**config.mk**
```make
export PLATFORM = sky130hd
export DESIGN_NAME = palette_color_adjust_pack_unit
export DESIGN_NICKNAME = d
export VERILOG_FILES = /design/src/pcadj_pkg.sv /design/src/pcadj_csr.sv /design/src/pcadj_chan.sv /design/src/palette_color_adjust_pack_unit.sv
export SDC_FILE = /design/constraint.sdc
export NUM_CORES = 2
export LEC_CHECK = 0
export BUFFER_PORTS_ARGS = -buffer_cell sky130_fd_sc_hd__buf_2
export CELL_PAD_IN_SITES_DETAIL_PLACEMENT = 0
export CELL_PAD_IN_SITES_GLOBAL_PLACEMENT = 1
export CORE_ASPECT_RATIO = 1.5
export CORE_MARGIN = 4
export CORE_UTILIZATION = 54
export DETAILED_ROUTE_END_ITERATION = 7
export PLACE_DENSITY = 0.91
export RECOVER_POWER = 100
export SYNTH_ARGS = -nofsm -noshare
export SYNTH_HDL_FRONTEND = slang
export SYNTH_HIERARCHICAL = 1
export SYNTH_SLANG_ARGS = --single-unit
```
**constraint.sdc**
```tcl
create_clock -name clock -period 7.7 [get_ports clock]
set_input_delay 0.77 -clock clock [delete_from_list [all_inputs] [get_ports clock]]
set_output_delay 0.77 -clock clock [all_outputs]
set_load 0.01 [all_outputs]
```
**src/pcadj_pkg.sv**
```systemverilog
// Package for the palette color adjust and pack block.
// Holds the payload and configuration types, register indexes and arithmetic constants.
// No dependencies.
package pcadj_pkg;

   // Arithmetic constants
   localparam int ADJ_DIVISOR   = 30000;
   localparam int BRIGHT_SCALE  = 6400;
   localparam int CHAN_MAX      = 63;
   localparam int PERCENT_UNITY = 100;

   // Width of the signed sum before the divide
   localparam int T_WIDTH = 28;

   // Quotient of t by the divisor: floor(t * RECIP_MULT >> RECIP_SHIFT), exact for t < 2^21
   localparam int     RECIP_SHIFT = 36;
   localparam longint RECIP_FULL  = ((64'd1 << RECIP_SHIFT) + ADJ_DIVISOR - 1) / ADJ_DIVISOR;
   localparam logic [21:0] RECIP_MULT = 22'(RECIP_FULL);

   // Smallest t that clamps to full scale
   localparam logic [T_WIDTH-1:0] CLAMP_LIMIT = T_WIDTH'((CHAN_MAX + 1) * ADJ_DIVISOR);

   // Brightness weight per unit
   localparam logic signed [15:0] BRIGHT_MULT = 16'(BRIGHT_SCALE * 3);
   localparam logic [14:0]        UNITY_MULT  = 15'(PERCENT_UNITY);

   // Register indexes
   localparam logic [1:0] REG_SATURATION = 2'd0;
   localparam logic [1:0] REG_CONTRAST   = 2'd1;
   localparam logic [1:0] REG_BRIGHTNESS = 2'd2;
   localparam logic [1:0] REG_FORMAT     = 2'd3;

   // Pixel formats
   localparam logic FMT_RGB555 = 1'b0;
   localparam logic FMT_RGB565 = 1'b1;

   // Reset values
   localparam logic [7:0] SATURATION_RESET = 8'd100;
   localparam logic [7:0] CONTRAST_RESET   = 8'd100;
   localparam logic [7:0] BRIGHTNESS_RESET = 8'd0;

   typedef struct packed {
      logic [7:0] entry_index;
      logic [5:0] red_in;
      logic [5:0] green_in;
      logic [5:0] blue_in;
   } req_payload_type;

   typedef struct packed {
      logic [7:0]  entry_out;
      logic [15:0] pixel_word;
   } rsp_payload_type;

   typedef struct packed {
      logic [7:0]        saturation_percent;
      logic [7:0]        contrast_percent;
      logic signed [7:0] brightness_offset;
      logic              pixel_format;
   } cfg_type;

   // Load enables of the four arithmetic stages
   typedef struct packed {
      logic en_a;
      logic en_b;
      logic en_c;
      logic en_d;
   } stage_ctl_type;

endpackage

```
**src/pcadj_csr.sv**
```systemverilog
// Configuration registers of the palette color adjust block.
// Depends on pcadj_pkg for register indexes, reset values and cfg_type.
module pcadj_csr
   import pcadj_pkg::*;
(
   input  logic       clock,
   input  logic       reset,
   input  logic       csr_write,
   input  logic [1:0] csr_index,
   input  logic [7:0] csr_wdata,
   output cfg_type    cfg
);

   cfg_type cfg_ff;
   cfg_type cfg_in;

   // Register write decode
   always_comb begin
      cfg_in = cfg_ff;
      if (csr_write) begin
         unique case (csr_index)
            REG_SATURATION: cfg_in.saturation_percent = csr_wdata;
            REG_CONTRAST:   cfg_in.contrast_percent   = csr_wdata;
            REG_BRIGHTNESS: cfg_in.brightness_offset  = csr_wdata;
            REG_FORMAT:     cfg_in.pixel_format       = csr_wdata[0];
            default:        cfg_in = cfg_ff;
         endcase
      end
   end

   always_ff @(posedge clock) begin
      if (reset) begin
         cfg_ff.saturation_percent <= SATURATION_RESET;
         cfg_ff.contrast_percent   <= CONTRAST_RESET;
         cfg_ff.brightness_offset  <= BRIGHTNESS_RESET;
         cfg_ff.pixel_format       <= FMT_RGB565;
      end else begin
         cfg_ff <= cfg_in;
      end
   end

   assign cfg = cfg_ff;

endmodule

```
**src/pcadj_chan.sv**
```systemverilog
// Four-stage arithmetic pipeline for one color channel.
// Depends on pcadj_pkg for constants, cfg_type and stage_ctl_type.
module pcadj_chan
   import pcadj_pkg::*;
(
   input  logic          clock,
   input  stage_ctl_type ctl,
   input  cfg_type       cfg,
   input  logic [5:0]    chan,
   input  logic [7:0]    vsum,
   output logic [5:0]    level
);

   logic signed [9:0]         diff_ff,  diff_in;
   logic [14:0]               v100_ff,  v100_in;
   logic signed [18:0]        sum_ff,   sum_in;
   logic signed [T_WIDTH-1:0] t_ff,     t_in;
   logic                      neg_ff,   neg_in;
   logic                      big_ff,   big_in;
   logic [20:0]               tlo_ff,   tlo_in;
   logic signed [18:0]        sat_prod;
   logic signed [T_WIDTH-1:0] con_prod;
   logic signed [23:0]        bright_prod;
   logic [7:0]                chan_x3;
   logic [42:0]               recip_prod;

   // Stage A: 3c - v and 100v
   always_comb begin
      chan_x3 = 8'({2'b00, chan} + {1'b0, chan, 1'b0});
      diff_in = $signed({2'b00, chan_x3}) - $signed({2'b00, vsum});
      v100_in = 15'({7'd0, vsum} * UNITY_MULT);
   end

   // Stage B: saturation scaling, operands widened to the product width
   always_comb begin
      sat_prod = $signed(19'(diff_ff)) * $signed({11'd0, cfg.saturation_percent});
      sum_in   = sat_prod + $signed({4'b0000, v100_ff});
   end

   // Stage C: contrast scaling plus brightness, operands widened to the product width
   always_comb begin
      con_prod    = $signed(T_WIDTH'(sum_ff)) * $signed({20'd0, cfg.contrast_percent});
      bright_prod = $signed(24'($signed(cfg.brightness_offset))) * $signed(24'(BRIGHT_MULT));
      t_in        = con_prod + T_WIDTH'(bright_prod);
   end

   // Stage D: clamp classification
   always_comb begin
      neg_in = t_ff[T_WIDTH-1];
      big_in = !t_ff[T_WIDTH-1] && (t_ff >= $signed(CLAMP_LIMIT));
      tlo_in = t_ff[20:0];
   end

   always_ff @(posedge clock) begin
      if (ctl.en_a) begin
         diff_ff <= diff_in;
         v100_ff <= v100_in;
      end
      if (ctl.en_b) begin
         sum_ff <= sum_in;
      end
      if (ctl.en_c) begin
         t_ff <= t_in;
      end
      if (ctl.en_d) begin
         neg_ff <= neg_in;
         big_ff <= big_in;
         tlo_ff <= tlo_in;
      end
   end

   // Divide by reciprocal, then clamp
   always_comb begin
      recip_prod = {22'd0, tlo_ff} * {21'd0, RECIP_MULT};
      if (neg_ff) begin
         level = 6'd0;
      end else if (big_ff) begin
         level = 6'(CHAN_MAX);
      end else begin
         level = recip_prod[RECIP_SHIFT+5:RECIP_SHIFT];
      end
   end

endmodule

```
**src/palette_color_adjust_pack_unit.sv**
```systemverilog
// Palette entries enter one per clock while req_stall is low and come out as packed
// display words through four arithmetic stages (difference, saturation multiply,
// contrast multiply with brightness, clamp test) and a registered output stage where
// the reciprocal divide by 30000 and the RGB555/RGB565 packing happen. Each stage
// holds its own valid bit, so a stall on the result side only backs up as far as the
// pipeline is full; req_stall rises once every stage holds a transaction and the
// output is stalled.
// Depends on pcadj_pkg, pcadj_csr and pcadj_chan.
module palette_color_adjust_pack_unit
   import pcadj_pkg::*;
(
   input  logic            clock,
   input  logic            reset,
   input  logic            req_valid,
   output logic            req_stall,
   input  req_payload_type req_payload,
   output logic            rsp_valid,
   input  logic            rsp_stall,
   output rsp_payload_type rsp_payload,
   input  logic            csr_write,
   input  logic [1:0]      csr_index,
   input  logic [7:0]      csr_wdata
);

   cfg_type         cfg;
   stage_ctl_type   ctl;
   logic [3:0]      valid_ff, valid_in;
   logic [3:0]      en;
   logic            out_en;
   logic            rsp_valid_ff, rsp_valid_in;
   rsp_payload_type rsp_payload_ff, rsp_payload_in;
   logic [7:0]      entry_ff [4];
   logic [7:0]      vsum;
   logic [5:0]      red_lvl, green_lvl, blue_lvl;

   pcadj_csr u_csr (
      .clock     (clock),
      .reset     (reset),
      .csr_write (csr_write),
      .csr_index (csr_index),
      .csr_wdata (csr_wdata),
      .cfg       (cfg)
   );

   // Stage enables: a stage loads when empty or when its content moves on
   always_comb begin
      out_en = !rsp_valid_ff || !rsp_stall;
      en[3]  = !valid_ff[3] || out_en;
      en[2]  = !valid_ff[2] || en[3];
      en[1]  = !valid_ff[1] || en[2];
      en[0]  = !valid_ff[0] || en[1];
      ctl.en_a = en[0];
      ctl.en_b = en[1];
      ctl.en_c = en[2];
      ctl.en_d = en[3];
   end

   assign req_stall = !en[0];

   // Valid bits travel with the data
   always_comb begin
      valid_in     = valid_ff;
      rsp_valid_in = rsp_valid_ff;
      if (en[0]) valid_in[0] = req_valid;
      if (en[1]) valid_in[1] = valid_ff[0];
      if (en[2]) valid_in[2] = valid_ff[1];
      if (en[3]) valid_in[3] = valid_ff[2];
      if (out_en) rsp_valid_in = valid_ff[3];
   end

   always_ff @(posedge clock) begin
      if (reset) begin
         valid_ff     <= 4'd0;
         rsp_valid_ff <= 1'b0;
      end else begin
         valid_ff     <= valid_in;
         rsp_valid_ff <= rsp_valid_in;
      end
   end

   // Entry number rides alongside the arithmetic
   always_ff @(posedge clock) begin
      if (en[0]) entry_ff[0] <= req_payload.entry_index;
      if (en[1]) entry_ff[1] <= entry_ff[0];
      if (en[2]) entry_ff[2] <= entry_ff[1];
      if (en[3]) entry_ff[3] <= entry_ff[2];
   end

   // Channel sum shared by all three channels
   assign vsum = 8'({2'b00, req_payload.red_in} + {2'b00, req_payload.green_in}
                    + {2'b00, req_payload.blue_in});

   pcadj_chan u_red (
      .clock (clock),
      .ctl   (ctl),
      .cfg   (cfg),
      .chan  (req_payload.red_in),
      .vsum  (vsum),
      .level (red_lvl)
   );

   pcadj_chan u_green (
      .clock (clock),
      .ctl   (ctl),
      .cfg   (cfg),
      .chan  (req_payload.green_in),
      .vsum  (vsum),
      .level (green_lvl)
   );

   pcadj_chan u_blue (
      .clock (clock),
      .ctl   (ctl),
      .cfg   (cfg),
      .chan  (req_payload.blue_in),
      .vsum  (vsum),
      .level (blue_lvl)
   );

   // Pack by pixel format
   always_comb begin
      rsp_payload_in.entry_out = entry_ff[3];
      case (cfg.pixel_format)
         FMT_RGB565: rsp_payload_in.pixel_word = {red_lvl[5:1], green_lvl, blue_lvl[5:1]};
         FMT_RGB555: rsp_payload_in.pixel_word =
            {1'b0, red_lvl[5:1], green_lvl[5:1], blue_lvl[5:1]};
         default:    rsp_payload_in.pixel_word = 16'd0;
      endcase
   end

   always_ff @(posedge clock) begin
      if (out_en) begin
         rsp_payload_ff <= rsp_payload_in;
      end
   end

   assign rsp_valid   = rsp_valid_ff;
   assign rsp_payload = rsp_payload_ff;

endmodule
```
* Yosys cells after proc, flatten, opt, wreduce, memory -nomap -nowiden
Memories as Yosys holds them, arrays and structs flattened. A register that Yosys moved wholly into a read port is not among the register bits.
Cells that the tools add are included.
** Cells by class
- Add/subtract/negate cells :: 14
- Equal/unequal tests :: 3
- Reduce and logical (&&, ||, !) cells :: 23
- Multipliers :: 11
- Bitwise gates (word level) :: 1
- Order comparisons :: 3
- Muxes and demuxes :: 15
** Operator list (number)
- multiplier 21 x 21 -> 41 bit (second input constant) :: 3
- adder 28 x 24 -> 28 bit :: 3
- greater-or-equal comparator 28 x 22 -> 1 bit (second input constant) :: 3
- multiplier 19 x 9 -> 28 bit :: 3
- adder 19 x 16 -> 19 bit :: 3
- multiplier 9 x 9 -> 18 bit :: 3
- 2-to-1 mux 6 bit :: 6
- one-hot mux 16 bit (2 select lines) :: 1
- subtractor 8 x 8 -> 9 bit :: 3
- adder 6 x 7 -> 8 bit :: 3
- multiplier 8 x 8 -> 16 bit (second input constant) :: 1
- multiplier 8 x 5 -> 13 bit (second input constant) :: 1
- logical NOT 1 bit :: 10
- adder 7 x 6 -> 8 bit :: 1
- 2-to-1 mux 1 bit :: 8
- AND reduction 2 bit :: 4
- adder 6 x 6 -> 7 bit :: 1
- logical OR 1 bit :: 5
- equality test 2 bit (second input constant) :: 2
- logical AND 1 bit :: 3
- equality test 2 x 1 -> 1 bit (second input constant) :: 1
- logical NOT 2 bit :: 1
- inverter 1 bit :: 1
** Storage, ports and cells
- Bits in registers :: 296
- Input bits :: 41
- Output and inout port bits :: 26
- Bits in writable memories :: 32
- Memories kept :: 1
** Memories
- entry_ff :: words 4, bits a word 8, read ports 4, clocked after memory_dff 1, wr ports 4, line palette_color_adjust_pack_unit.sv:32 : logic [7:0] entry_ff [4];

* Depth between registers and ports, before layout
- Word-level depth :: 8
- Mapped depth :: 25
- Mapped depth without buffers :: 24

* Hierarchy
Netlist, hierarchy kept.
** Modules (own cells, without submodules)
- pcadj_chan at u_blue :: cells an instance 2133, instances 1, area an instance 21740.9 um2
- pcadj_chan at u_red :: cells an instance 2104, instances 1, area an instance 21669.5 um2
- pcadj_chan at u_green :: cells an instance 2085, instances 1, area an instance 21518.1 um2
- palette_color_adjust_pack_unit :: cells an instance 131, instances 1, area an instance 2354.8 um2
- pcadj_csr :: cells an instance 99, instances 1, area an instance 1029.7 um2

* Worst setup path after synthesis
OpenSTA, ideal clock, no wires.
- Kind :: reg-to-reg
- Start point :: register u_red.tlo_ff[11]
- End point :: register rsp_payload_ff, in the netlist rsp_payload[13], data pin
- Data arrival time :: 6023 ps
- Stages on the path, launching flop included :: 22
- Data required time :: 7440 ps
- Setup slack :: 1417 ps
- Cells stage by stage :: edfxtp_1 fa_1 inv_1 fa_1 inv_1 fa_1 fa_1 fa_1 fa_1 inv_1 fa_1 inv_1 ha_1 a211oi_1 nor2_1 a2111oi_2 a31o_2 a211oi_2 or4_1 nand2_1 a21oi_1 mux2_2
** RTL lines
- start, declared :: line pcadj_chan.sv:20 : logic [20:0] tlo_ff, tlo_in;
- start signal, assigned :: line pcadj_chan.sv:68 : tlo_ff <= tlo_in;
- end signal, assigned :: line palette_color_adjust_pack_unit.sv:133 : rsp_payload_ff <= rsp_payload_in;
- end, declared :: line palette_color_adjust_pack_unit.sv:31 : rsp_payload_type rsp_payload_ff, rsp_payload_in;

==> results.sh <==
export IMPL_arrival_ns=7.38
export IMPL_drc_errors=0
export IMPL_drive_gt1_share_pct=2.89
export IMPL_period_share_pct=91.2
export IMPL_clk_latency_ns=0.60
export IMPL_die_area_sq_mm=0.132
export IMPL_crit_family="adder cells"
export IMPL_fin_worst_skew_ns=0.0215
export IMPL_dp_hpwl_mm=123
export IMPL_startpoint_type="register"
export IMPL_syn_nets=8930
export IMPL_cpMostUsedCell="fa_1"
export IMPL_port_buffers=66
export IMPL_postCtsSetupBuffers=0
export IMPL_drt_first_pass_iters=5
export IMPL_ant_nets=0
export IMPL_hold_buffers=0
export IMPL_timing_fmax_mhz=142
export IMPL_grt_pass1_vias=48700
export IMPL_vias_per_cell=5.26
export IMPL_start_util_pct=54.5
export IMPL_wl_per_cell_um=17.3
export IMPL_grt_max_degree=62
export IMPL_final_nets=9023
export IMPL_io_pins=67
export IMPL_reg2reg_from="u_red/tlo_ff[11]"
export IMPL_netlist_instances=6546
export IMPL_final_hold_viol_count=0
export IMPL_report_final_slew_viol_count=342
export IMPL_die_w_um=298
export IMPL_place_ws_ns=0.750
export IMPL_post_dp_cell_area_sq_mm=0.0707
export IMPL_min_from="req_payload[21]"
export IMPL_wl_mm=143
export IMPL_failed_checks="capacitance limit, slew limit"
export IMPL_hp_class="in -> reg"
export IMPL_setup_tns_ns=0
export IMPL_cts_resized=0
export IMPL_cts_tree="done"
export IMPL_antenna_found_initial=1
export IMPL_fin_ws_ns=0.681
export IMPL_overflow=0
export IMPL_grt_pass1_wl_mm=240
export IMPL_fin_crit_ns=7.02
export IMPL_clockBufferDepth=3
export IMPL_final_core_util_pct=57.4
export IMPL_crit_path_top_delay_cell="edfxtp_1"
export IMPL_rsz0062_at_grt="false"
export IMPL_coreArea_sq_mm=0.125
export IMPL_die_h_um=443
export IMPL_via_count=43600
export IMPL_crit_fanout=8
export IMPL_finalInstanceArea_sq_mm=0.0719
export IMPL_grt_util_all_layers_pct=22.4
export IMPL_syn_area_sq_mm=0.0683
export IMPL_dr_first_iter_drc_count=1569
export IMPL_drv_cap=7
export IMPL_maxSlewHeadroom_pct=-134
export IMPL_h_tree_depth=2
export IMPL_cts_buffers=43
export IMPL_cp_required_ns=8.06
export IMPL_cts_root_buf="clkbuf_16"
export IMPL_path_clk_slew_ns=0.06
export IMPL_timing_critical_path_buf_inv=4
export IMPL_cts_num_sinks=362
export IMPL_diodes=0
export IMPL_finalSetupViolations=0
export IMPL_outcome="finished, violations left"
export IMPL_synth_area_per_cell_sq_um=10.4
export IMPL_critPathKind="reg -> reg"
export IMPL_crit_path_cell_trace="fa_1 -> inv_1 -> fa_1 -> inv_1 -> fa_1 -> fa_1 -> fa_1 -> fa_1 -> inv_1 -> fa_1 -> inv_1 -> ha_1 -> nand4_1 -> nor4_1 -> o211ai_1 -> a31o_2 -> a211oi_1 -> nor2_1 -> a2111oi_0 -> a211oi_1 -> mux2_2"
export IMPL_gp_congestion=0.922
export IMPL_critPathCaptureType="register"
export IMPL_tightest_slew_ns=3.52
export IMPL_ys_warn_count=6
export IMPL_slowest_delay_ns=0.61
export IMPL_syn_to_final_growth_pct=5.34
export IMPL_cp_startpoint="u_red/tlo_ff[11]"
export IMPL_num_rows=159
==> worst register-to-register path, delay by kind of cell (launching register included) <==
kind	cells	cell delay [ns]
adders and majority gates	8	3.71
AOI/OAI and AO/OA	5	1.29
and+or+nand+nor	3	0.62
DFF	1	0.61
buffers and inverters	4	0.29
muxes	1	0.28
==> per-stage QoR <==
| step | cells | hold WS [ns] |
|---|---|---|
| 5_1_grt | 8283 | 0.308 |
| 3_3_place_gp | 8204 | 0.401 |
| 2_1_floorplan | 6546 | 0.400 |
| 4_1_cts | 8283 | 0.290 |
| 3_5_place_dp | 8204 | 0.405 |
| 6_report | 8283 | 0.335 |
==> worst paths after layout <==
check / slack [ns] / end / cells after the start
max: 0.68 / rsp_payload[14] / 21
min reg2reg: 0.42 / u_blue/tlo_ff[0] / 0
min: 0.34 / entry_ff[0][3] / 1
max reg2reg: 0.68 / rsp_payload[14] / 21
==> registers in the layout, indices dropped and copies added, names as in the netlist, 19 cells and up <==
register	cells
u_red/sum_ff	19
u_green/t_ff	28
u_red/tlo_ff	21
u_blue/sum_ff	19
u_csr/cfg	25
u_blue/t_ff	28
u_blue/tlo_ff	21
u_green/tlo_ff	21
u_green/sum_ff	19
u_red/t_ff	28
entry_ff	32
rsp_payload	24
==> cells in the final DEF, fill, tap and decap left out, types with 42 or more instances in the layout <==
cell       count
nand2_1      301
edfxtp_1     332
fa_1        1198
xnor2_1      184
ha_1        1145
xor2_1        59
and2_1       451
clkbuf_16     43
inv_1       1811
nand3_1       42
nor2_1       121
nor3_1        45
a21oi_1      213
clkbuf_1      43
a21o_1        59
o21ai_0       72
==> final cells by class <==
class,count,area (sq um)
clock buffer,53,1130
fill,10600,53400
clock inverter,26,287
inverter,1811,6800
sequential,362,10600
timing repair buffer,98,522
tap,1610,2010
multi-input combinational,4323,50600
==> per-layer routing <==
metal	vias up	wire length (um)	global-route usage [%]
li1	20600	-	-
met1	22100	55300	25.7
met2	649	79000	43.5
met3	270	3450	1.66
met4	2	5660	7.97
met5	-	13	0
Power is not shown: default switching activity piles up to over one toggle a cycle in this logic, so the estimate is an artifact.
